File: config.mk
export PLATFORM = sky130hd
export DESIGN_NAME = arp_request_responder
export DESIGN_NICKNAME = d
export VERILOG_FILES = /design/src/rtl/core/arpr_pkg.sv /design/src/rtl/core/arp_request_responder.sv /design/src/rtl/core/arpr_front.sv /design/src/rtl/core/arpr_fifo.sv /design/src/rtl/core/arpr_back.sv
export VERILOG_INCLUDE_DIRS = /design/src /design/src/rtl/core
export SDC_FILE = /design/constraint.sdc
export NUM_CORES = 1
export LEC_CHECK = 0
export BUFFER_PORTS_ARGS = -buffer_cell sky130_fd_sc_hd__buf_2
export CAP_MARGIN = 0
export CORE_MARGIN = 5
export CORE_UTILIZATION = 45
export DETAILED_ROUTE_END_ITERATION = 10
export PLACE_DENSITY = 0.6
export SLEW_MARGIN = 20
export SYNTH_ARGS = -nofsm -noshare
export SYNTH_HDL_FRONTEND = slang
export SYNTH_SLANG_ARGS = --single-unit
File: constraint.sdc
create_clock -name clk -period 14.05 [get_ports clk]
set_input_delay 2.81 -clock clk [delete_from_list [all_inputs] [get_ports clk]]
set_output_delay 2.81 -clock clk [all_outputs]
set_load 0.02 [all_outputs]
File: src/rtl/core/assert_macros.svh
// assertion macros shared by the rtl files
`ifndef ASSERT_MACROS_SVH
`define ASSERT_MACROS_SVH

`ifndef ASSERT_OFF
`define ASSERT_PROP(label, clk, rst, prop) \
  label: assert property (@(posedge clk) disable iff (rst) prop) \
    else $error("assertion failed");
`define ASSERT_NEVER(label, clk, rst, expr) \
  label: assert property (@(posedge clk) disable iff (rst) !(expr)) \
    else $error("assertion failed");
`else
`define ASSERT_PROP(label, clk, rst, prop)
`define ASSERT_NEVER(label, clk, rst, expr)
`endif

`endif

File: src/rtl/core/arpr_pkg.sv
// types, constants and byte helpers of the arp request responder
`default_nettype none

package arpr_pkg;

  localparam int QUEUE_DEPTH_DEFAULT = 2;

  localparam logic [5:0] ARP_LEN = 6'd42;
  localparam logic [5:0] HDR_LEN = 6'd22;

  localparam logic [47:0] OWN_MAC_RESET = 48'h010203040506;
  localparam logic [31:0] OWN_IP_RESET  = 32'hC0A8FE01;

  localparam logic CFG_OWN_MAC = 1'b0;
  localparam logic CFG_OWN_IP  = 1'b1;

  localparam logic [3:0] V_REPLY = 4'd0;
  localparam logic [3:0] V_SHORT = 4'd1;
  localparam logic [3:0] V_DEST  = 4'd2;
  localparam logic [3:0] V_ETYPE = 4'd3;
  localparam logic [3:0] V_HTYPE = 4'd4;
  localparam logic [3:0] V_PTYPE = 4'd5;
  localparam logic [3:0] V_HLEN  = 4'd6;
  localparam logic [3:0] V_PLEN  = 4'd7;
  localparam logic [3:0] V_OP    = 4'd8;
  localparam logic [3:0] V_TMAC  = 4'd9;
  localparam logic [3:0] V_TIP   = 4'd10;

  localparam logic [7:0] HDR_EXPECT [22] = '{
    8'hFF, 8'hFF, 8'hFF, 8'hFF, 8'hFF, 8'hFF,
    8'h00, 8'h00, 8'h00, 8'h00, 8'h00, 8'h00,
    8'h08, 8'h06, 8'h00, 8'h01, 8'h08, 8'h00, 8'h06, 8'h04, 8'h00, 8'h01
  };

  localparam logic [3:0] HDR_CODE [22] = '{
    V_DEST, V_DEST, V_DEST, V_DEST, V_DEST, V_DEST,
    V_REPLY, V_REPLY, V_REPLY, V_REPLY, V_REPLY, V_REPLY,
    V_ETYPE, V_ETYPE, V_HTYPE, V_HTYPE, V_PTYPE, V_PTYPE, V_HLEN, V_PLEN, V_OP, V_OP
  };

  localparam logic [7:0] REPLY_MID [10] = '{
    8'h08, 8'h06, 8'h00, 8'h01, 8'h08, 8'h00, 8'h06, 8'h04, 8'h00, 8'h02
  };

  typedef struct packed {
    logic [3:0]  verdict;
    logic [47:0] peer_mac;
    logic [31:0] peer_ip;
  } job_t;

  function automatic logic [7:0] mac_byte(input logic [47:0] mac, input logic [2:0] i);
    logic [7:0] b;
    unique case (i)
      3'd0:    b = mac[47:40];
      3'd1:    b = mac[39:32];
      3'd2:    b = mac[31:24];
      3'd3:    b = mac[23:16];
      3'd4:    b = mac[15:8];
      3'd5:    b = mac[7:0];
      default: b = 8'h00;
    endcase
    return b;
  endfunction

  function automatic logic [7:0] ip_byte(input logic [31:0] ip, input logic [1:0] i);
    logic [7:0] b;
    unique case (i)
      2'd0:    b = ip[31:24];
      2'd1:    b = ip[23:16];
      2'd2:    b = ip[15:8];
      default: b = ip[7:0];
    endcase
    return b;
  endfunction

  function automatic logic [7:0] reply_at(input logic [5:0] p, input job_t job,
                                          input logic [47:0] own_mac,
                                          input logic [31:0] own_ip);
    logic [5:0] off;
    logic [7:0] b;
    off = 6'd0;
    b   = 8'h00;
    if (p < 6'd6) begin
      b = mac_byte(job.peer_mac, p[2:0]);
    end else if (p < 6'd12) begin
      off = p - 6'd6;
      b   = mac_byte(own_mac, off[2:0]);
    end else if (p < 6'd22) begin
      off = p - 6'd12;
      b   = REPLY_MID[off[3:0]];
    end else if (p < 6'd28) begin
      off = p - 6'd22;
      b   = mac_byte(own_mac, off[2:0]);
    end else if (p < 6'd32) begin
      off = p - 6'd28;
      b   = ip_byte(own_ip, off[1:0]);
    end else if (p < 6'd38) begin
      off = p - 6'd32;
      b   = mac_byte(job.peer_mac, off[2:0]);
    end else if (p < 6'd42) begin
      off = p - 6'd38;
      b   = ip_byte(job.peer_ip, off[1:0]);
    end
    return b;
  endfunction

endpackage

`default_nettype wire

File: src/rtl/core/arp_request_responder.sv
// arp request responder top level: config registers, receive checker, job queue, reply sender
//
// s_* carries a received ethernet frame, one byte per beat, tlast on the final
// byte. m_* carries the result: for a valid arp request aimed at own_ip, the
// 42-byte arp reply (tuser 0, tlast on byte 41); otherwise one beat with the
// verdict code in tuser, tdata 0 and tlast set. frames shorter than 42 bytes
// always give the short verdict.
// input takes one byte per cycle while the job queue has room; the first
// result beat passes through the job queue, the current-job register and the
// output register, and results then leave at one beat per cycle while m_tready
// is high. the receive side and the transmit side meet in a job queue of
// QUEUE_DEPTH entries; s_tready drops only while that queue is full, which is
// what throttles input when the downstream sink stalls. a stalled m_tready
// holds the output beat, and receiving continues until the queue fills.
// cfg_we writes own_mac (index 0) or own_ip (index 1) from cfg_data. synchronous
// reset empties the queue and the output, restarts frame parsing and loads the default addresses.
`default_nettype none

module arp_request_responder import arpr_pkg::*; #(
  parameter int QUEUE_DEPTH = QUEUE_DEPTH_DEFAULT
) (
  input  wire logic        clk,
  input  wire logic        rst,
  input  wire logic        s_tvalid,
  output logic             s_tready,
  input  wire logic [7:0]  s_tdata,   // frame_byte
  input  wire logic        s_tlast,   // frame_last
  output logic             m_tvalid,
  input  wire logic        m_tready,
  output logic [7:0]       m_tdata,   // reply_byte
  output logic             m_tlast,   // reply_end
  output logic [3:0]       m_tuser,   // verdict
  input  wire logic        cfg_we,
  input  wire logic        cfg_index,
  input  wire logic [47:0] cfg_data
);

  logic [47:0] own_mac;
  logic [31:0] own_ip;
  logic        full;
  logic        push;
  job_t        push_job;
  logic        pop;
  logic        head_valid;
  job_t        head;

  always_ff @(posedge clk) begin
    if (rst) begin
      own_mac <= OWN_MAC_RESET;
      own_ip  <= OWN_IP_RESET;
    end else if (cfg_we) begin
      unique case (cfg_index)
        CFG_OWN_MAC: own_mac <= cfg_data;
        CFG_OWN_IP:  own_ip  <= cfg_data[31:0];
        default:     own_mac <= own_mac;
      endcase
    end
  end

  arpr_front u_front (
    .clk      (clk),
    .rst      (rst),
    .s_tvalid (s_tvalid),
    .s_tready (s_tready),
    .s_tdata  (s_tdata),
    .s_tlast  (s_tlast),
    .own_ip   (own_ip),
    .full     (full),
    .push     (push),
    .push_job (push_job)
  );

  arpr_fifo #(
    .DEPTH (QUEUE_DEPTH)
  ) u_fifo (
    .clk        (clk),
    .rst        (rst),
    .push       (push),
    .push_job   (push_job),
    .full       (full),
    .pop        (pop),
    .head_valid (head_valid),
    .head       (head)
  );

  arpr_back u_back (
    .clk        (clk),
    .rst        (rst),
    .own_mac    (own_mac),
    .own_ip     (own_ip),
    .head_valid (head_valid),
    .head       (head),
    .pop        (pop),
    .m_tvalid   (m_tvalid),
    .m_tready   (m_tready),
    .m_tdata    (m_tdata),
    .m_tlast    (m_tlast),
    .m_tuser    (m_tuser)
  );

endmodule

`default_nettype wire

File: src/rtl/core/arpr_front.sv
// receive side: checks frame bytes and queues one job per frame
`default_nettype none

module arpr_front import arpr_pkg::*; (
  input  wire logic        clk,
  input  wire logic        rst,
  input  wire logic        s_tvalid,
  output logic             s_tready,
  input  wire logic [7:0]  s_tdata,   // frame_byte
  input  wire logic        s_tlast,   // frame_last
  input  wire logic [31:0] own_ip,
  input  wire logic        full,
  output logic             push,
  output job_t             push_job
);

  logic [5:0]  pos, pos_next;
  logic [3:0]  first_fault, first_fault_next;
  logic        tz, tz_next;
  logic        to, to_next;
  logic [47:0] peer_mac, peer_mac_next;
  logic [31:0] peer_ip, peer_ip_next;
  logic [3:0]  fault_code;
  logic [5:0]  ip_off;
  logic [4:0]  hdr_idx;
  logic        accept;

  assign s_tready = !full;
  assign accept   = s_tvalid && s_tready;

  always_comb begin
    pos_next      = pos;
    tz_next       = tz;
    to_next       = to;
    peer_mac_next = peer_mac;
    peer_ip_next  = peer_ip;
    fault_code    = V_REPLY;
    ip_off        = pos - 6'd38;
    hdr_idx       = pos[4:0];
    if (pos < ARP_LEN) begin
      pos_next = pos + 6'd1;
      if (pos < HDR_LEN) begin
        if (HDR_CODE[hdr_idx] != V_REPLY && s_tdata != HDR_EXPECT[hdr_idx]) begin
          fault_code = HDR_CODE[hdr_idx];
        end
        if (pos >= 6'd6 && pos < 6'd12) begin
          peer_mac_next = {peer_mac[39:0], s_tdata};
        end
      end else if (pos >= 6'd28 && pos < 6'd32) begin
        peer_ip_next = {peer_ip[23:0], s_tdata};
      end else if (pos >= 6'd32 && pos < 6'd38) begin
        tz_next = tz && (s_tdata == 8'h00);
        to_next = to && (s_tdata == 8'hFF);
        if (pos == 6'd37 && !tz_next && !to_next) begin
          fault_code = V_TMAC;
        end
      end else if (pos >= 6'd38) begin
        if (s_tdata != ip_byte(own_ip, ip_off[1:0])) begin
          fault_code = V_TIP;
        end
      end
    end
    first_fault_next = (first_fault == V_REPLY) ? fault_code : first_fault;
  end

  assign push              = accept && s_tlast;
  assign push_job.verdict  = (pos_next < ARP_LEN) ? V_SHORT : first_fault_next;
  assign push_job.peer_mac = peer_mac_next;
  assign push_job.peer_ip  = peer_ip_next;

  always_ff @(posedge clk) begin
    if (rst) begin
      pos         <= 6'd0;
      first_fault <= V_REPLY;
      tz          <= 1'b1;
      to          <= 1'b1;
      peer_mac    <= 48'd0;
      peer_ip     <= 32'd0;
    end else if (accept) begin
      peer_mac <= peer_mac_next;
      peer_ip  <= peer_ip_next;
      if (s_tlast) begin
        pos         <= 6'd0;
        first_fault <= V_REPLY;
        tz          <= 1'b1;
        to          <= 1'b1;
      end else begin
        pos         <= pos_next;
        first_fault <= first_fault_next;
        tz          <= tz_next;
        to          <= to_next;
      end
    end
  end

endmodule

`default_nettype wire

File: src/rtl/core/arpr_fifo.sv
// short job queue between the receive and transmit sides
`default_nettype none

`include "assert_macros.svh"

module arpr_fifo import arpr_pkg::*; #(
  parameter int DEPTH = QUEUE_DEPTH_DEFAULT
) (
  input  wire logic clk,
  input  wire logic rst,
  input  wire logic push,
  input  job_t      push_job,
  output logic      full,
  input  wire logic pop,
  output logic      head_valid,
  output job_t      head
);

  localparam int PTR_W = $clog2(DEPTH);
  localparam int CNT_W = $clog2(DEPTH + 1);

  job_t             mem [DEPTH];
  logic [PTR_W-1:0] wr_ptr;
  logic [PTR_W-1:0] rd_ptr;
  logic [CNT_W-1:0] count;

  assign full       = (count == CNT_W'(DEPTH));
  assign head_valid = (count != '0);
  assign head       = mem[rd_ptr];

  always_ff @(posedge clk) begin
    if (push) begin
      mem[wr_ptr] <= push_job;
    end
  end

  always_ff @(posedge clk) begin
    if (rst) begin
      wr_ptr <= '0;
      rd_ptr <= '0;
      count  <= '0;
    end else begin
      if (push) begin
        wr_ptr <= (wr_ptr == PTR_W'(DEPTH - 1)) ? '0 : wr_ptr + PTR_W'(1);
      end
      if (pop) begin
        rd_ptr <= (rd_ptr == PTR_W'(DEPTH - 1)) ? '0 : rd_ptr + PTR_W'(1);
      end
      if (push && !pop) begin
        count <= count + CNT_W'(1);
      end else if (pop && !push) begin
        count <= count - CNT_W'(1);
      end
    end
  end

  `ASSERT_NEVER(a_no_push_full, clk, rst, push && full)
  `ASSERT_NEVER(a_no_pop_empty, clk, rst, pop && !head_valid)
  `ASSERT_PROP(a_count_step, clk, rst, (push && !pop) |=> (count == $past(count) + CNT_W'(1)))

endmodule

`default_nettype wire

File: src/rtl/core/arpr_back.sv
// transmit side: turns queued jobs into reply beats or a verdict beat
`default_nettype none

`include "assert_macros.svh"

module arpr_back import arpr_pkg::*; (
  input  wire logic        clk,
  input  wire logic        rst,
  input  wire logic [47:0] own_mac,
  input  wire logic [31:0] own_ip,
  input  wire logic        head_valid,
  input  job_t             head,
  output logic             pop,
  output logic             m_tvalid,
  input  wire logic        m_tready,
  output logic [7:0]       m_tdata,   // reply_byte
  output logic             m_tlast,   // reply_end
  output logic [3:0]       m_tuser    // verdict
);

  logic       cur_valid;
  job_t       cur;
  logic [5:0] cnt;
  logic       out_free;
  logic       emit;
  logic       job_done;

  assign out_free = !m_tvalid || m_tready;
  assign emit     = out_free && cur_valid;
  assign job_done = (cur.verdict != V_REPLY) || (cnt == ARP_LEN - 6'd1);
  assign pop      = head_valid && (!cur_valid || (emit && job_done));

  always_ff @(posedge clk) begin
    if (rst) begin
      cur_valid <= 1'b0;
      cnt       <= 6'd0;
      m_tvalid  <= 1'b0;
    end else begin
      if (out_free) begin
        m_tvalid <= cur_valid;
      end
      if (emit) begin
        if (job_done) begin
          cnt <= 6'd0;
        end else begin
          cnt <= cnt + 6'd1;
        end
      end
      if (pop) begin
        cur_valid <= 1'b1;
      end else if (emit && job_done) begin
        cur_valid <= 1'b0;
      end
    end
  end

  always_ff @(posedge clk) begin
    if (pop) begin
      cur <= head;
    end
    if (emit) begin
      if (cur.verdict == V_REPLY) begin
        m_tdata <= reply_at(cnt, cur, own_mac, own_ip);
        m_tlast <= (cnt == ARP_LEN - 6'd1);
        m_tuser <= V_REPLY;
      end else begin
        m_tdata <= 8'h00;
        m_tlast <= 1'b1;
        m_tuser <= cur.verdict;
      end
    end
  end

  `ASSERT_NEVER(a_cnt_range, clk, rst, cnt >= ARP_LEN)
  `ASSERT_PROP(a_verdict_last, clk, rst, (m_tvalid && m_tuser != V_REPLY) |-> (m_tlast && m_tdata == 8'h00))
  `ASSERT_PROP(a_idle_cnt, clk, rst, !cur_valid |-> (cnt == 6'd0))

endmodule

`default_nettype wire

# --- After elaboration in Yosys (flattened, before gate mapping) ---
# Memories as Yosys holds them, arrays and structs flattened. A register that Yosys moved wholly into a read port is not among the register bits.
# Cells that the tools add are included.
word_totals:
  ff_bits: 197
  mem_bits_rw: 168
  romBits: 512
  in_bits: 63
  output_inout_bits: 15
  elab_cells: 198
  memories: 4
classes:
  add_sub_neg: 13
  order_cmp: 19
  eq_ne: 34
  mux: 63
  n_bitwise: 3
  reduce_logical: 45
mem_list:
  columns: ["name", "depth", "word_bits", "rd", "rd_clocked_by_memory_dff", "wr", "line", "text"]
  rows:
  - ["(name not given)", 32, 8, 1, 0, 0, "arpr_front.sv:43", "if (HDR_CODE[hdr_idx] != V_REPLY && s_tdata != HDR_EXPECT[hdr_idx]) begin"]
  - ["u_fifo.mem", 2, 84, 1, 1, 1, "arpr_fifo.sv:22", "job_t mem [DEPTH];"]
  - ["(name not given)", 32, 4, 1, 0, 0, "arpr_front.sv:43", null]
  - ["(name not given)", 16, 8, 1, 0, 0, "arpr_pkg.sv:90", "b = REPLY_MID[off[3:0]];"]
ops:
  columns: ["operator", "count"]
  rows:
  - ["8-bit one-hot mux with 6 select lines", 4]
  - ["48-bit 2-to-1 mux", 3]
  - ["8-bit 2-to-1 mux", 16]
  - ["32-bit 2-to-1 mux", 3]
  - ["8-bit one-hot mux with 3 select lines", 3]
  - ["4-bit 2-to-1 mux", 13]
  - ["6-bit < comparator (second input constant)", 7]
  - ["3-bit by 2-bit equality test with 1-bit output (second input constant)", 8]
  - ["3-bit equality test (second input constant)", 8]
  - ["6-bit >= comparator (second input constant)", 3]
  - ["6-bit by 5-bit < comparator with 1-bit output (second input constant)", 3]
  - ["6-bit 2-to-1 mux", 3]
  - ["1-bit 2-to-1 mux", 16]
  - ["8-bit != test", 2]
  - ["1-bit logical AND", 15]
  - ["6-bit by 1-bit adder with 6-bit output (second input constant)", 2]
  - ["3-bit by 1-bit equality test with 1-bit output (second input constant)", 4]
  - ["6-bit equality test (second input constant)", 2]
  - ["3-bit zero test", 4]
  - ["6-bit by 4-bit < comparator with 1-bit output (second input constant)", 2]
  - ["2-bit nonzero test", 5]
  - ["2-bit equality test (second input constant)", 4]
  - ["8-bit equality test (second input constant)", 1]
  - ["4-bit zero test", 2]
  - ["other kinds (24)", 44]

# --- Logic depth before layout (Yosys ltp) ---
# Gate-level depths: netlist (run 1).
logic_depth:
  ltp_word: 17
  depth_mapped: 12
  depth_no_buf: 10

# --- Modules after synthesis ---
# From an unflattened synthesis (run 1), not the netlist that was laid out.
hier_totals:
  cells_unflattened: 1628
  area_unflattened_um2: 20028.0
by_module_without_submodules:
  columns: ["module", "n_inst", "cells_per_inst", "area_per_inst_um2", "seq_area_each_um2"]
  rows:
  - ["arpr_fifo", 1, 283, 6511.2, 5144.9]
  - ["arpr_front", 1, 622, 5113.7, 1841.8]
  - ["arpr_back", 1, 396, 5057.4, 3072.9]
  - ["arp_request_responder", 1, 327, 3345.7, 1601.5]

# --- Worst setup path before layout (run 1) ---
# Ideal clock, no wire load.
synth_path:
  kind: "input to register"
  startpoint: "input s_tvalid"
  endpoint: "memory u_fifo.mem[0][0] (netlist bit), enable pin"
  arrival_ps: 6777
  required_ps: 13523
  setup_slack_ps: 6745
  path_stages: 4
  n_path_buf: 1
  cell_sequence: "and2_1 -> clkbuf_1 -> nand2_1 -> nor2_1"
synth_between:
  elab_chain_cells: 4
synth_rtl:
  columns: ["item", "line", "text"]
  rows:
  - ["start: declaration", "arp_request_responder.sv:24", "input wire logic s_tvalid,"]
  - ["1-bit logical AND", "arpr_front.sv:29", "assign accept = s_tvalid && s_tready;"]
  - ["1-bit logical AND", "arpr_front.sv:66", "assign push = accept && s_tlast;"]
  - ["1-bit 2-to-1 mux", "arpr_fifo.sv:32", "if (push) begin"]
  - ["1-bit 2-to-1 mux (not written as such)", "arpr_fifo.sv:33", "mem[wr_ptr] <= push_job;"]
  - ["end: declaration", "arpr_fifo.sv:22", null]
# No other way between the ends.

# --- Worst setup path after layout (run 1) ---
layout_path:
  startpoint: "input m_tready"
  endpoint: "register, netlist name u_back.cur[67]"
layout_between:
  elab_chain_cells: 5
layout_rtl:
  columns: ["item", "line", "text"]
  rows:
  - ["start: declaration", "arp_request_responder.sv:29", "input wire logic m_tready,"]
  - ["1-bit logical OR", "arpr_back.sv:28", "assign out_free = !m_tvalid || m_tready;"]
  - ["1-bit logical AND", "arpr_back.sv:29", "assign emit = out_free && cur_valid;"]
  - ["1-bit logical AND", "arpr_back.sv:31", "assign pop = head_valid && (!cur_valid || (emit && job_done));"]
  - ["1-bit logical OR", "arpr_back.sv:31", null]
  - ["1-bit logical AND", "arpr_back.sv:31", null]
  - ["named net pop", "arp_request_responder.sv:43", "logic pop;"]
# The timed path passes the listed nets, and every way through them passes these cells.
# A chain may end at the register's enable or synchronous reset.

==> results of run 1 <==
-- synthesized netlist by cell type, drive strengths merged (5+ instances only) --
library cell / count
edfxtp: 265
nand2: 250
dfxtp: 184
mux2: 177
nor2: 165
a21oi: 120
clkbuf: 91
nor3: 68
a222oi: 37
o21ai: 36
buf: 26
nand3b: 23
ha: 22
inv: 22
xnor2: 16
a221oi: 13
nand2b: 13
nand3: 13
nor4: 9
a22o: 8
mux2i: 8
a311oi: 6
and2: 6
or3: 6
a22oi: 5
xor2: 5
-- state kept, by name, indices dropped and copies added, names as in the netlist --
| signal | cells |
|---|---|
| u_back.cur_valid | 1 |
| own_ip | 32 |
| u_front.first_fault | 4 |
| u_back.cur | 84 |
| u_front.peer_ip | 32 |
| u_back.m_tdata | 8 |
| u_fifo.mem | 168 |
| u_back.m_tlast | 1 |
| u_back.cnt | 6 |
| u_back.m_tuser | 4 |
| u_front.to | 1 |
| own_mac | 48 |
| u_fifo.rd_ptr | 1 |
| u_front.tz | 1 |
| u_front.peer_mac | 48 |
| u_back.m_tvalid | 1 |
| u_fifo.wr_ptr | 1 |
| u_fifo.count | 2 |
| u_front.pos | 6 |
-- metal layers --
layer	wire length (µm)	global-route usage [%]	vias up
met1	19900	25.4	6205
li1	-	-	6011
met2	20800	30.6	309
met3	2320	2.90	73
met5	14	0	-
met4	1230	6.42	2
-- through the flow --
| stage | utilization, % | instance area [µm²] |
|---|---|---|
| CTS | 51.0 | 21300 |
| global placement | 47.1 | 19700 |
| floorplan | - | 18900 |
| detailed placement | 47.1 | 19700 |
| global route | 51.1 | 21300 |
| finish | 51.1 | 21300 |
-- area by class of cell --
type,instances,area (µm²)
Clock inverter,22,277
Antenna cell,1,2.50
Clock buffer,66,1370
Sequential cell,449,11600
Inverter,22,83.8
Multi-Input combinational cell,1055,6730
Timing Repair Buffer,95,539
Tap cell,539,674
Fill cell,3667,20400
-- cell families (layout without fill, tap and decap cells) --
logic type,count (synthesis),count (layout)
compound gates,257,257
simple gates,570,570
flops,449,449
other cells,0,1
xor+xnor,21,21
mux,185,185
fa+ha+maj,22,22
buf+inv,139,205
-- critical path, delay by kind of cell --
| family | cells | cell delay (ns) |
|---|---|---|
| buf+inv | 4 | 0.98 |
| simple gates | 4 | 1.09 |
| compound gates | 1 | 0.13 |
-- power groups by stage --
stage                     clock [µW]  sequential [µW]  combinational (µW)
after floorplan                    0             1780                 547
after global placement             0             1780                 794
after detailed placement           0             1790                 805
after CTS                       1330             1760                 809
after global routing            1380             1780                 884
final                           1300             1760                 814
-- worst paths after layout --
path | start | endpoint | slack [ns] | depth (start not counted)
worst max register to register | u_back.cnt[1] | u_back.m_tdata[3] | 10.19 | 9
worst min-delay path | u_back.cur[82] | u_back.m_tuser[2] | 0.44 | 0
worst max-delay path | m_tready | u_back.cur[67] | 9.21 | 9
worst min register to register | u_back.cur[82] | u_back.m_tuser[2] | 0.44 | 0
==> metrics.log, run 1 <==
[metrics] outcome: complete, no violations
[metrics] Remaining Overflow, GRT: 0
[metrics] power per unit of standard cell area: ~180 nW/µm²
[metrics] ranking of synthesized cells by area: sky130_fd_sc_hd__edfxtp_1, sky130_fd_sc_hd__dfxtp_1, sky130_fd_sc_hd__mux2_2, sky130_fd_sc_hd__nand2_1, sky130_fd_sc_hd__nor2_1
[metrics] capturing element type of the critical path: flop
[metrics] final non-filler cell total: ~2200
[metrics] Lkg Pwr: about 0.0078 µW
[metrics] post-synthesis mux area share: roughly 11%
[metrics] kind of launch point of the worst setup path: primary input
[metrics] max-capacitance violation count: 0
[metrics] slew of the pin with the lowest slew margin: between 1 and 1.5 ns
[metrics] required arrival time at the worst endpoint: ~14 ns
[metrics] setup repair after global routing missed its margin: no
[metrics] routed via count: approximately 13000
[metrics] synthesized-area fraction occupied by ao, oa, aoi and oai cells: ~9%
[metrics] critical path data arrival time: a little over 5 ns
[metrics] share of the synthesized area in the top cell type: a little over two fifths
[metrics] Detailed Route Iter0 Violations: between 900 and 1000
[metrics] Synth cell types: 65
[metrics] final worst clock skew: about 0.014 ns
[metrics] synthesized flop and latch total: around 450
[metrics] Clk network pwr share: 33.6%
[metrics] worst-case clock buffer depth: 3
[metrics] post-synthesis sequential area ratio: 61.6%
[metrics] die extent in x: about 210 µm
[metrics] CTS tree: yes
[metrics] overall die height: 215 µm
[metrics] pin count of the biggest net entering global routing: 96
[metrics] Max stage delay cell, worst path: sky130_fd_sc_hd__and2_1
[metrics] switching power total: 1120 µW
[metrics] net count after synthesis: about 1700
[metrics] Total Nets Final: 1755
[metrics] post-synthesis instance area: 18900 µm²
[metrics] crit path time final: approximately 4.8 ns
[metrics] period utilization: around 34%
[metrics] setup TNS: 0 ns
[metrics] area inside the core boundary: about 42000 µm²
[metrics] Setup Buffers After CTS: 0
[metrics] Cell Rows: 75
[metrics] max incr delay on CP: between 0.6 and 0.7 ns
[metrics] wire length of the first global-routing pass: between 60000 and 70000 µm
[metrics] fraction of layout cells with a size suffix above 1: around a fifth
[metrics] top-level I/O count: 78
[metrics] Achievable Freq: just over 200 MHz
[metrics] maximum ir drop on the vdd rail: roughly 140 µV
[metrics] number of max-slew violations in the final report: 0
[metrics] part of the power in combinational logic: around a fifth
[metrics] H-tree depth: 2
[metrics] Total Die Area: ~46000 µm²
[metrics] commonest non-fill, non-tap cell in the layout: sky130_fd_sc_hd__edfxtp_1
[metrics] number of placed cells counting well taps: ~2200
[metrics] adder-cell share of the synthesized area: approximately 1.5%
[metrics] number of clock sinks seen by CTS: around 450
[metrics] growth of design area from synthesis to finish: 12.9%
[metrics] final wirelength: ~44000 µm
[metrics] cell type with the largest total area after synthesis: sky130_fd_sc_hd__edfxtp_1
[metrics] hold slack: between 0.4 and 0.5 ns
[metrics] type of the worst setup path: in -> reg
[metrics] Async S/R FF share, synth: 0%
[metrics] Int Power: around 2800 µW
[metrics] overall fraction of global-route tracks in use: about a fifth
[metrics] part of the power in registers: 45.4%
[metrics] Ys Warns: 0
[metrics] Gates resized, CTS repair: 0
[metrics] routability-driven placement congestion ratio: between 0.8 and 0.9
[metrics] initial cell density of the core: 45.3%
[metrics] initial antenna violation count: 3
[metrics] post-synthesis cell count: roughly 1600
[metrics] basic-gate share of the synthesized area counting and, or, nand and nor cells: 13.0%
[metrics] number of buffers inserted for hold repair after clock tree synthesis: 0
[metrics] final critical-path setup slack: between 9 and 10 ns
[metrics] Setup WS pre-CTS: 8.51 ns
[metrics] 1st-pass router iterations: 6
[metrics] leading cell types in the layout, fill and taps excluded: sky130_fd_sc_hd__edfxtp_1, sky130_fd_sc_hd__nand2_1, sky130_fd_sc_hd__dfxtp_1
[metrics] Primary FF master, synth: sky130_fd_sc_hd__edfxtp_1
[metrics] number of buffers inserted by port buffering: 77
[metrics] detailed placer's ending HPWL: about 27000 µm
[metrics] total CTS buffers: 47
[metrics] cells traversed along the worst timing path: buf_2 > nand2b_1 > and2_1 > nand2_1 > nand2_1 > o21ai_1 > clkinv_2 > buf_4 > buf_12
[metrics] Post-Syn Area per Cell: between 10 and 15 µm²
[metrics] net switching fraction of the power: 28.9%
[metrics] final setup violation count: 0
[metrics] Vias/cell: 5.60
[metrics] detailed-route wire length per cell: between 15 and 20 µm
[metrics] main combinational cell family by area after synthesis: simple AND/OR/NAND/NOR gates
[metrics] worst slew slack as a fraction of its limit: a little under 30%
[metrics] Hold/Removal Path Class: reg -> reg
[metrics] number of DRC violations after detailed routing: 0
[metrics] vias in the first global route: around 12000
[metrics] Routed Antenna Nets: 0
[metrics] register clock-pin slew on the reported worst setup and hold paths: around 0.050 ns
[metrics] Worst path most repeated cell: sky130_fd_sc_hd__nand2_1
[metrics] CTS Root Cell: sky130_fd_sc_hd__clkbuf_16
[metrics] count of final hold-check violations: 0
[metrics] Final Total Pwr: slightly below 4000 µW
[metrics] number of synthesized flops with an enable pin: between 200 and 300
[metrics] clock latency at the later pin of the worst-skew pair: between 0.5 and 0.6 ns
[metrics] xor/xnor share of the synthesized area: less than 1%
[metrics] maximum fanout encountered on the critical timing path: between 40 and 50
Power figures use the tool's default switching activity.
==> run 2, diff against run 1 <==
==> constraint.sdc (replaced) <==
create_clock -name clk -period 4.6 [get_ports clk]
set_input_delay 0.92 -clock clk [delete_from_list [all_inputs] [get_ports clk]]
set_output_delay 0.92 -clock clk [all_outputs]
set_load 0.02 [all_outputs]
==> metrics.log, run 2 (synthesis gave the netlist of run 1 again) <==
[metrics] pin count of the biggest net entering global routing: 135 (was 96)
[metrics] largest registers: u_fifo.mem x168, u_back.cur x84 (unchanged)
[metrics] setup TNS: 0 ns (unchanged)
[metrics] Register-to-Register Path Depth: 9 (unchanged)
[metrics] count of final hold-check violations: 0 (unchanged)
[metrics] logic depth of the worst path, buffers included: 9 (unchanged)
[metrics] Largest delay share family, worst path: compound AO/OA/AOI/OAI gates (was simple AND/OR/NAND/NOR gates)
[metrics] leading cell types in the layout, fill and taps excluded: sky130_fd_sc_hd__edfxtp_1, sky130_fd_sc_hd__nand2_1, sky130_fd_sc_hd__dfxtp_1 (unchanged)
[metrics] Gates resized, CTS repair: 0 (unchanged)
[metrics] slew of the pin with the lowest slew margin: 1.11 ns (was 1.06 ns)
[metrics] overall die height: 215 µm (unchanged)
[metrics] register name with the most flops: u_fifo.mem (unchanged)
[metrics] Routed Antenna Nets: 0 (unchanged)
[metrics] number of antenna diodes: 0 (was 1)
[metrics] reg2reg start: u_back.cnt[1] (unchanged)
[metrics] Int Power: 8160 µW (was 2750 µW)
[metrics] growth of design area from synthesis to finish: 12.4% (was 12.9%)
[metrics] number of fillers in the final layout: 3556 (was 3667)
[metrics] detailed-route wire length per cell: 20.0 µm (was 19.7 µm)
[metrics] clock latency at the later pin of the worst-skew pair: 0.59 ns (was 0.57 ns)
[metrics] Achievable Freq: 285 MHz
[metrics] capturing element type of the critical path: flop (unchanged)
[metrics] Hold/Removal Path Class: reg -> reg (unchanged)
[metrics] switching power total: 3370 µW (was 1120 µW)
[metrics] Remaining Overflow, GRT: 0 (unchanged)
[metrics] final wirelength: 44900 µm (was 44200 µm)
[metrics] register clock-pin slew on the reported worst setup and hold paths: 0.06 ns (was 0.05 ns)
[metrics] period utilization: around 76%
[metrics] net switching fraction of the power: 29.2% (was 28.9%)
[metrics] part of the power in registers: 47.4% (was 45.4%)
[metrics] wire length of the first global-routing pass: 70900 µm (was 68900 µm)
[metrics] cells traversed along the worst timing path: inv_1 > ha_1 > mux2_4 > a222oi_1 > nor3_1 > a21oi_1 > o21ai_0 > a2111oi_1 > nor3_1 (was buf_2 > nand2b_1 > and2_1 > nand2_1 > nand2_1 > o21ai_1 > clkinv_2 > buf_4 > buf_12)
[metrics] maximum fanout encountered on the critical timing path: 19 (was 43)
[metrics] H-tree depth: 2 (unchanged)
[metrics] final worst clock skew: 0.0213 ns (was 0.0136 ns)
[metrics] Detailed Route Iter0 Violations: 1011 (was 990)
[metrics] final setup violation count: 0 (unchanged)
[metrics] part of the power in combinational logic: 20.6% (was 21.0%)
[metrics] Sequential cell area: 11600 µm² (unchanged)
[metrics] number of clock sinks seen by CTS: 449 (unchanged)
[metrics] outcome: complete, no violations (unchanged)
[metrics] total CTS buffers: 46 (was 47)
[metrics] initial antenna violation count: 1 (was 3)
[metrics] required arrival time at the worst endpoint: 4.90 ns (was 14.30 ns)
[metrics] die extent in x: 215 µm (unchanged)
[metrics] type of the worst setup path: reg -> reg (was in -> reg)
[metrics] Max stage delay cell, worst path: sky130_fd_sc_hd__ha_1 (was sky130_fd_sc_hd__and2_1)
[metrics] power per unit of standard cell area: 543 nW/µm² (was 181 nW/µm²)
[metrics] CTS Root Cell: sky130_fd_sc_hd__clkbuf_16 (unchanged)
[metrics] CTS tree: yes (unchanged)
[metrics] maximum ir drop on the vdd rail: 447 µV (was 144 µV)
[metrics] Lkg Pwr: 0.00773 µW (was 0.00777 µW)
[metrics] max-capacitance violation count: 0 (unchanged)
[metrics] number of buffers inserted by port buffering: 77 (unchanged)
[metrics] max incr delay on CP: 0.81 ns (was 0.68 ns)
[metrics] number of max-slew violations in the final report: 0 (unchanged)
[metrics] Reg2Reg Setup Slack: 1.09 ns (was 10.19 ns)
[metrics] vias in the first global route: 12400 (was 12200)
[metrics] end of the worst register-to-register path: u_back.m_tdata[0] (was u_back.m_tdata[3])
[metrics] Critical Path Sink: u_back.m_tdata[0] (was u_back.cur[67])
[metrics] worst hold path cell count: 0 (unchanged)
[metrics] crit path time final: ~3.5 ns
[metrics] Vias/cell: 5.62 (was 5.60)
[metrics] worst-case clock buffer depth: 3 (unchanged)
[metrics] Cell Rows: 75 (unchanged)
[metrics] Worst path most repeated cell: sky130_fd_sc_hd__nor3_1 (was sky130_fd_sc_hd__nand2_1)
[metrics] Total Nets Final: 1761 (was 1755)
[metrics] routed via count: 12700 (was 12600)
[metrics] routability-driven placement congestion ratio: 0.838 (was 0.880)
[metrics] initial cell density of the core: 45.3% (unchanged)
[metrics] fraction of layout cells with a size suffix above 1: 20.4% (about the same)
[metrics] count of buffering cells on the critical path with inverters included: 1 (was 4)
[metrics] Final Total Pwr: 11500 µW (was 3870 µW)
[metrics] 1st-pass router iterations: 6 (unchanged)
[metrics] Critical path origin: u_back.cnt[1] (was m_tready)
[metrics] number of flip-flops under the largest register name: 168 (unchanged)
[metrics] Clk network pwr share: 32.0% (was 33.6%)
[metrics] Total Die Area: 46200 µm² (unchanged)
[metrics] setup repair after global routing missed its margin: no (unchanged)
[metrics] number of DRC violations after detailed routing: 0 (unchanged)
[metrics] number of buffers inserted for hold repair after clock tree synthesis: 0 (unchanged)
[metrics] Setup Buffers After CTS: 0 (unchanged)
[metrics] area inside the core boundary: 41800 µm² (unchanged)
[metrics] detailed placer's ending HPWL: 28200 µm (was 26900 µm)
[metrics] top-level I/O count: 78 (unchanged)
[metrics] area of the multi-input gates: 6730 µm² (unchanged)
[metrics] worst slew slack as a fraction of its limit: 25.8% (was 29.5%)
[metrics] overall fraction of global-route tracks in use: 19.2% (was 18.6%)
[metrics] commonest non-fill, non-tap cell in the layout: sky130_fd_sc_hd__edfxtp_1 (unchanged)
[metrics] kind of launch point of the worst setup path: flop (was primary input)
[metrics] utilization after layout: 50.9% (was 51.1%)
[metrics] critical path data arrival time: 3.81 ns (was 5.09 ns)
## run 2: cell types whose count changed in the layout (fill, tap and decap cells not counted), sizes merged
cell | before | now
buf | 95 | 102
bufinv | 6 | 3
clkbuf | 66 | 67
clkinv | 15 | 10
clkinvlp | 1 | 3
diode | 1 | 0
inv | 22 | 23
## run 2: per-stage QoR
step	instance area (µm²)	setup WS (ns)	cells	hold WS [ns]
final	21200	1.09	2251	0.444
after floorplan	18900	0.441	1643	0.433
after global routing	21200	0.798	2251	0.464
after CTS	21200	1.18	2251	0.449
after detailed placement	19700	1.21	2167	0.436
after global placement	19700	1.30	2167	0.425
## run 2: power groups by stage
stage | clock network [µW] | registers, µW | logic, µW
after global routing | 3950 | 5520 | 2600
after CTS | 3770 | 5470 | 2390
after global placement | 0 | 5540 | 2340
final | 3690 | 5460 | 2370
after detailed placement | 0 | 5550 | 2380
after floorplan | 0 | 5420 | 1670
## run 2: layout make-up
cell class                 count  share of cell area (%)
tap                          539                    3.18
timing repair buffer         102                    2.80
clock inverter                17                   0.860
multi-input combinational   1055                    31.7
sequential                   449                    54.8
inverter                      22                   0.395
clock buffer                  67                    6.22
## run 2: worst min path at each step
stage	from	end
after floorplan	own_mac[32]	own_mac[32]
after global placement	u_back.cur[82]	u_back.m_tuser[2]
after detailed placement	u_back.cur[82]	u_back.m_tuser[2]
after CTS	u_back.cur[82]	u_back.m_tuser[2]
after global routing	u_back.cur[81]	u_back.m_tuser[1]
final	u_back.cur[82]	u_back.m_tuser[2]
## run 2: worst reg2reg max path, cell delays in order, from the launching register on
cell                        delay, ns
sky130_fd_sc_hd__dfxtp_1         0.50
sky130_fd_sc_hd__inv_1           0.19
sky130_fd_sc_hd__ha_1            0.81
sky130_fd_sc_hd__mux2_4          0.36
sky130_fd_sc_hd__a222oi_1        0.50
sky130_fd_sc_hd__nor3_1          0.08
sky130_fd_sc_hd__a21oi_1         0.12
sky130_fd_sc_hd__o21ai_0         0.08
sky130_fd_sc_hd__a2111oi_1       0.47
sky130_fd_sc_hd__nor3_1          0.11
## run 2: layer usage
layer	routed length [µm]	up-vias	global-route usage [%]
met5	13	-	0
met4	1240	2	5.78
met3	2510	81	3.90
met2	20900	330	30.6
met1	20300	6231	26.8
li1	-	6008	-
==> run 3, diff against run 2 <==
--- a/config.mk
+++ b/config.mk
@@ -6,12 +6,13 @@
 export SDC_FILE = /design/constraint.sdc
 export NUM_CORES = 1
 export LEC_CHECK = 0
+export ABC_AREA = 1
 export BUFFER_PORTS_ARGS = -buffer_cell sky130_fd_sc_hd__buf_2
 export CAP_MARGIN = 0
 export CORE_MARGIN = 5
 export CORE_UTILIZATION = 45
 export DETAILED_ROUTE_END_ITERATION = 10
-export PLACE_DENSITY = 0.6
+export PLACE_DENSITY = 0.63
 export SLEW_MARGIN = 20
 export SYNTH_ARGS = -nofsm -noshare
 export SYNTH_HDL_FRONTEND = slang
==> constraint.sdc (replaced) <==
create_clock -name clk -period 3.11 [get_ports clk]
set_input_delay 0.622 -clock clk [delete_from_list [all_inputs] [get_ports clk]]
set_output_delay 0.622 -clock clk [all_outputs]
set_load 0.02 [all_outputs]
==> metrics.log, run 3 <==
[metrics] cells traversed along the worst timing path: inv_1 > ha_1 > nand2_1 > o21ai_1 > nand2_1 > nand2_1 > o21ai_1 > clkinvlp_4 > buf_12 (was inv_1 > ha_1 > mux2_4 > a222oi_1 > nor3_1 > a21oi_1 > o21ai_0 > a2111oi_1 > nor3_1)
[metrics] register name with the most flops: u_fifo.mem (unchanged)
[metrics] detailed route wirelength on metal2: 22700 µm (was 20900 µm)
[metrics] vias in the first global route: 13900 (was 12400)
[metrics] Total Nets Final: 2367 (was 1761)
[metrics] number of placed cells counting well taps: 2817 (was 2167)
[metrics] maximum fanout encountered on the critical timing path: 23 (was 19)
[metrics] setup TNS: 0 ns (unchanged)
[metrics] commonest non-fill, non-tap cell in the layout: sky130_fd_sc_hd__nand2_1 (was sky130_fd_sc_hd__edfxtp_1)
[metrics] Setup Buffers After CTS: 0 (unchanged)
[metrics] register clock-pin slew on the reported worst setup and hold paths: 0.06 ns (about the same)
[metrics] WL met1: 22500 µm (was 20300 µm)
[metrics] Final Total Pwr: 17500 µW (was 11500 µW)
[metrics] CTS tree: yes (unchanged)
[metrics] max-capacitance violation count: 0 (unchanged)
[metrics] number of max-slew violations in the final report: 0 (unchanged)
[metrics] Synth cell types: 38 (was 65)
[metrics] logic depth of the worst path, buffers included: 9 (unchanged)
[metrics] Lkg Pwr: 0.00947 µW (was 0.00773 µW)
[metrics] fraction of layout cells with a size suffix above 1: 9.04% (was 20.4%)
[metrics] wire length of the first global-routing pass: 77500 µm (was 70900 µm)
[metrics] kind of launch point of the worst setup path: flop (unchanged)
[metrics] required arrival time at the worst endpoint: 3.43 ns (was 4.90 ns)
[metrics] crit path time final: 2.76 ns (was 3.51 ns)
[metrics] part of the power in combinational logic: 20.6% (about the same)
[metrics] Register-to-Register Path Depth: 9 (unchanged)
[metrics] final wirelength: 49200 µm (was 44900 µm)
[metrics] final worst clock skew: 0.0117 ns (was 0.0213 ns)
[metrics] post-synthesis cell count: 2230 (was 1643)
[metrics] post-synthesis instance area: 19400 µm² (was 18900 µm²)
[metrics] Max stage delay cell, worst path: sky130_fd_sc_hd__clkinvlp_4 (was sky130_fd_sc_hd__ha_1)
[metrics] final setup violation count: 0 (unchanged)
[metrics] maximum ir drop on the vdd rail: 404 µV (was 447 µV)
[metrics] ranking of synthesized cells by area: sky130_fd_sc_hd__edfxtp_1, sky130_fd_sc_hd__dfxtp_1, sky130_fd_sc_hd__nand2_1, sky130_fd_sc_hd__inv_1, sky130_fd_sc_hd__a21oi_1 (was sky130_fd_sc_hd__edfxtp_1, sky130_fd_sc_hd__dfxtp_1, sky130_fd_sc_hd__mux2_2, sky130_fd_sc_hd__nand2_1, sky130_fd_sc_hd__nor2_1)
[metrics] capturing element type of the critical path: flop (unchanged)
[metrics] leading cell types in the layout, fill and taps excluded: sky130_fd_sc_hd__nand2_1, sky130_fd_sc_hd__edfxtp_1, sky130_fd_sc_hd__inv_1 (was sky130_fd_sc_hd__edfxtp_1, sky130_fd_sc_hd__nand2_1, sky130_fd_sc_hd__dfxtp_1)
[metrics] type of the worst setup path: reg -> reg (unchanged)
[metrics] final non-filler cell total: 2908 (was 2251)
[metrics] net switching fraction of the power: 30.6% (was 29.2%)
[metrics] worst slew slack as a fraction of its limit: 28.4% (was 25.8%)
[metrics] Total Die Area: 47500 µm² (was 46200 µm²)
[metrics] Gates resized, CTS repair: 0 (unchanged)
[metrics] synthesized flop and latch total: 449 (unchanged)
[metrics] library cell with the highest instance count after synthesis: sky130_fd_sc_hd__nand2_1 (was sky130_fd_sc_hd__edfxtp_1)
[metrics] CTS Root Cell: sky130_fd_sc_hd__clkbuf_16 (unchanged)
[metrics] share of the synthesized area in the top cell type: 40.9% (was 42.1%)
[metrics] Remaining Overflow, GRT: 0 (unchanged)
[metrics] total CTS buffers: 48 (was 46)
[metrics] clock latency at the later pin of the worst-skew pair: 0.58 ns (was 0.59 ns)
[metrics] Largest delay share family, worst path: buffers and inverters (was compound AO/OA/AOI/OAI gates)
[metrics] pin count of the biggest net entering global routing: 152 (was 135)
[metrics] Detailed Route Iter0 Violations: 1204 (was 1011)
[metrics] H-tree depth: 2 (unchanged)
[metrics] Routed Antenna Nets: 0 (unchanged)
[metrics] detailed placer's ending HPWL: 32500 µm (was 28200 µm)
[metrics] leading post-synthesis cells by instance count: sky130_fd_sc_hd__nand2_1, sky130_fd_sc_hd__edfxtp_1, sky130_fd_sc_hd__inv_1, sky130_fd_sc_hd__dfxtp_1, sky130_fd_sc_hd__nor2_1 (was sky130_fd_sc_hd__edfxtp_1, sky130_fd_sc_hd__nand2_1, sky130_fd_sc_hd__dfxtp_1, sky130_fd_sc_hd__nor2_1, sky130_fd_sc_hd__mux2_2)
[metrics] top-level I/O count: 78 (unchanged)
[metrics] highest metal layer used by the detailed router: met4 (was met5)
[metrics] Hold/Removal Path Class: in -> reg (was reg -> reg)
[metrics] area inside the core boundary: 42900 µm² (was 41800 µm²)
[metrics] slew of the pin with the lowest slew margin: 1.07 ns (was 1.11 ns)
[metrics] largest registers: u_fifo.mem x168, u_back.cur x84 (unchanged)
[metrics] number of buffers inserted by port buffering: 77 (unchanged)
[metrics] outcome: complete, no violations (unchanged)
[metrics] die extent in x: 218 µm (was 215 µm)
[metrics] growth of design area from synthesis to finish: 13.8% (was 12.4%)
[metrics] Ys Warns: 0 (unchanged)
[metrics] Routed met3 length: 3010 µm (was 2510 µm)
[metrics] count of buffering cells on the critical path with inverters included: 3 (was 1)
[metrics] number of DRC violations after detailed routing: 0 (unchanged)
[metrics] net count after synthesis: 2315 (was 1728)
[metrics] number of buffers inserted for hold repair after clock tree synthesis: 0 (unchanged)
[metrics] post-synthesis sequential area ratio: 59.9% (was 61.6%)
[metrics] worst hold path cell count: 3 (was 0)
[metrics] Worst path most repeated cell: sky130_fd_sc_hd__nand2_1 (was sky130_fd_sc_hd__nor3_1)
[metrics] Primary FF master, synth: sky130_fd_sc_hd__edfxtp_1 (unchanged)
[metrics] Int Power: 12100 µW (was 8160 µW)
[metrics] switching power total: 5340 µW (was 3370 µW)
[metrics] final standard cell area without fillers: 22100 µm² (was 21200 µm²)
[metrics] 1st-pass router iterations: 6 (unchanged)
[metrics] detailed-route wire length per cell: 16.9 µm (was 20.0 µm)
[metrics] period utilization: 88.8% (was 76.3%)
[metrics] Clk network pwr share: 31.8% (was 32.0%)
[metrics] Vias/cell: 5.13 (was 5.62)
[metrics] Cell Rows: 76 (was 75)
[metrics] Achievable Freq: 362 MHz (was 285 MHz)
[metrics] routability-driven placement congestion ratio: 0.938 (was 0.838)
[metrics] setup repair after global routing missed its margin: no (unchanged)
[metrics] routed via count: 14900 (was 12700)
[metrics] power per unit of standard cell area: 790 nW/µm² (was 543 nW/µm²)
[metrics] initial cell density of the core: 45.3% (about the same)
[metrics] initial antenna violation count: 1 (unchanged)
[metrics] critical path data arrival time: 3.09 ns (was 3.81 ns)
[metrics] number of synthesized flops with an enable pin: 265 (unchanged)
[metrics] number of flip-flops under the largest register name: 168 (unchanged)
[metrics] number of clock sinks seen by CTS: 449 (unchanged)
[metrics] Post-Syn Area per Cell: 8.72 µm² (was 11.5 µm²)
[metrics] max incr delay on CP: 0.55 ns (was 0.81 ns)
[metrics] Placed Instance Area: 20600 µm² (was 19700 µm²)
[metrics] count of final hold-check violations: 0 (unchanged)
[metrics] Async S/R FF share, synth: 0% (unchanged)
[metrics] part of the power in registers: 47.6% (was 47.4%)
[metrics] overall die height: 218 µm (was 215 µm)
[metrics] worst-case clock buffer depth: 3 (unchanged)
[metrics] overall fraction of global-route tracks in use: 20.7% (was 19.2%)
[metrics] cell type with the largest total area after synthesis: sky130_fd_sc_hd__edfxtp_1 (unchanged)
-- run 3: through the flow --
stage | utilization (%) | setup slack, ns | hold WS (ns)
6_report | 51.6 | 0.348 | 0.274
5_1_grt | 51.6 | 0.148 | 0.268
3_3_place_gp | 48.0 | 0.477 | 0.431
4_1_cts | 51.6 | 0.350 | 0.236
2_1_floorplan | - | -0.651 | 0.425
3_5_place_dp | 48.0 | 0.379 | 0.443
-- run 3: area by class of cell --
class                   instances  area (µm²)
clock buffers                  66        1360
fillers                      3917       20800
flip-flops and latches        449       11600
clock inverters                24         193
multi-input cells            1427        6450
well taps                     585         732
inverters                     244         920
repair buffers                112         826
diodes                          1        2.50
-- run 3: kinds of logic (layout without fill, tap and decap cells) --
kind of cell | count (synthesis) | in the layout | synth area share (%)
DFF | 449 | 449 | 59.9
other | 0 | 1 | 0
xor gates and xnor gates | 5 | 5 | 0.225
adders and majority gates | 22 | 22 | 1.42
AOI/OAI and AO/OA | 439 | 439 | 11.8
buffers and inverters | 354 | 446 | 7.12
and+or+nand+nor | 961 | 961 | 19.6
-- run 3: worst paths after layout --
kind | from | to | slack, ns
max | u_back.cnt[2] | u_back.cur[2] | 0.35
min | cfg_data[12] | own_ip[12] | 0.27
max reg2reg | u_back.cnt[2] | u_back.cur[2] | 0.35
min reg2reg | u_back.cur[81] | u_back.m_tuser[1] | 0.45
-- run 3: worst reg2reg max path: cells and delay by family (launching register included) --
kind	cells	cell delay, ns
buffers and inverters	3	1.08
DFF	1	0.53
AOI/OAI and AO/OA	2	0.36
and+or+nand+nor	3	0.28
adders and majority gates	1	0.23
-- run 3: layer usage --
metal	up-vias	track usage, %
li1	7422	-
met3	57	3.80
met4	0	5.59
met5	-	0
met2	392	33.1
met1	7034	29.2
-- run 3: power by group through the flow --
stage               clock network (µW)  registers (µW)  logic, µW
finish                            5560            8320       3600
global route                      5960            8410       4070
CTS                               5700            8320       3650
detailed placement                   0            8430       3640
global placement                     0            8440       3570
floorplan                            0            8320       2220
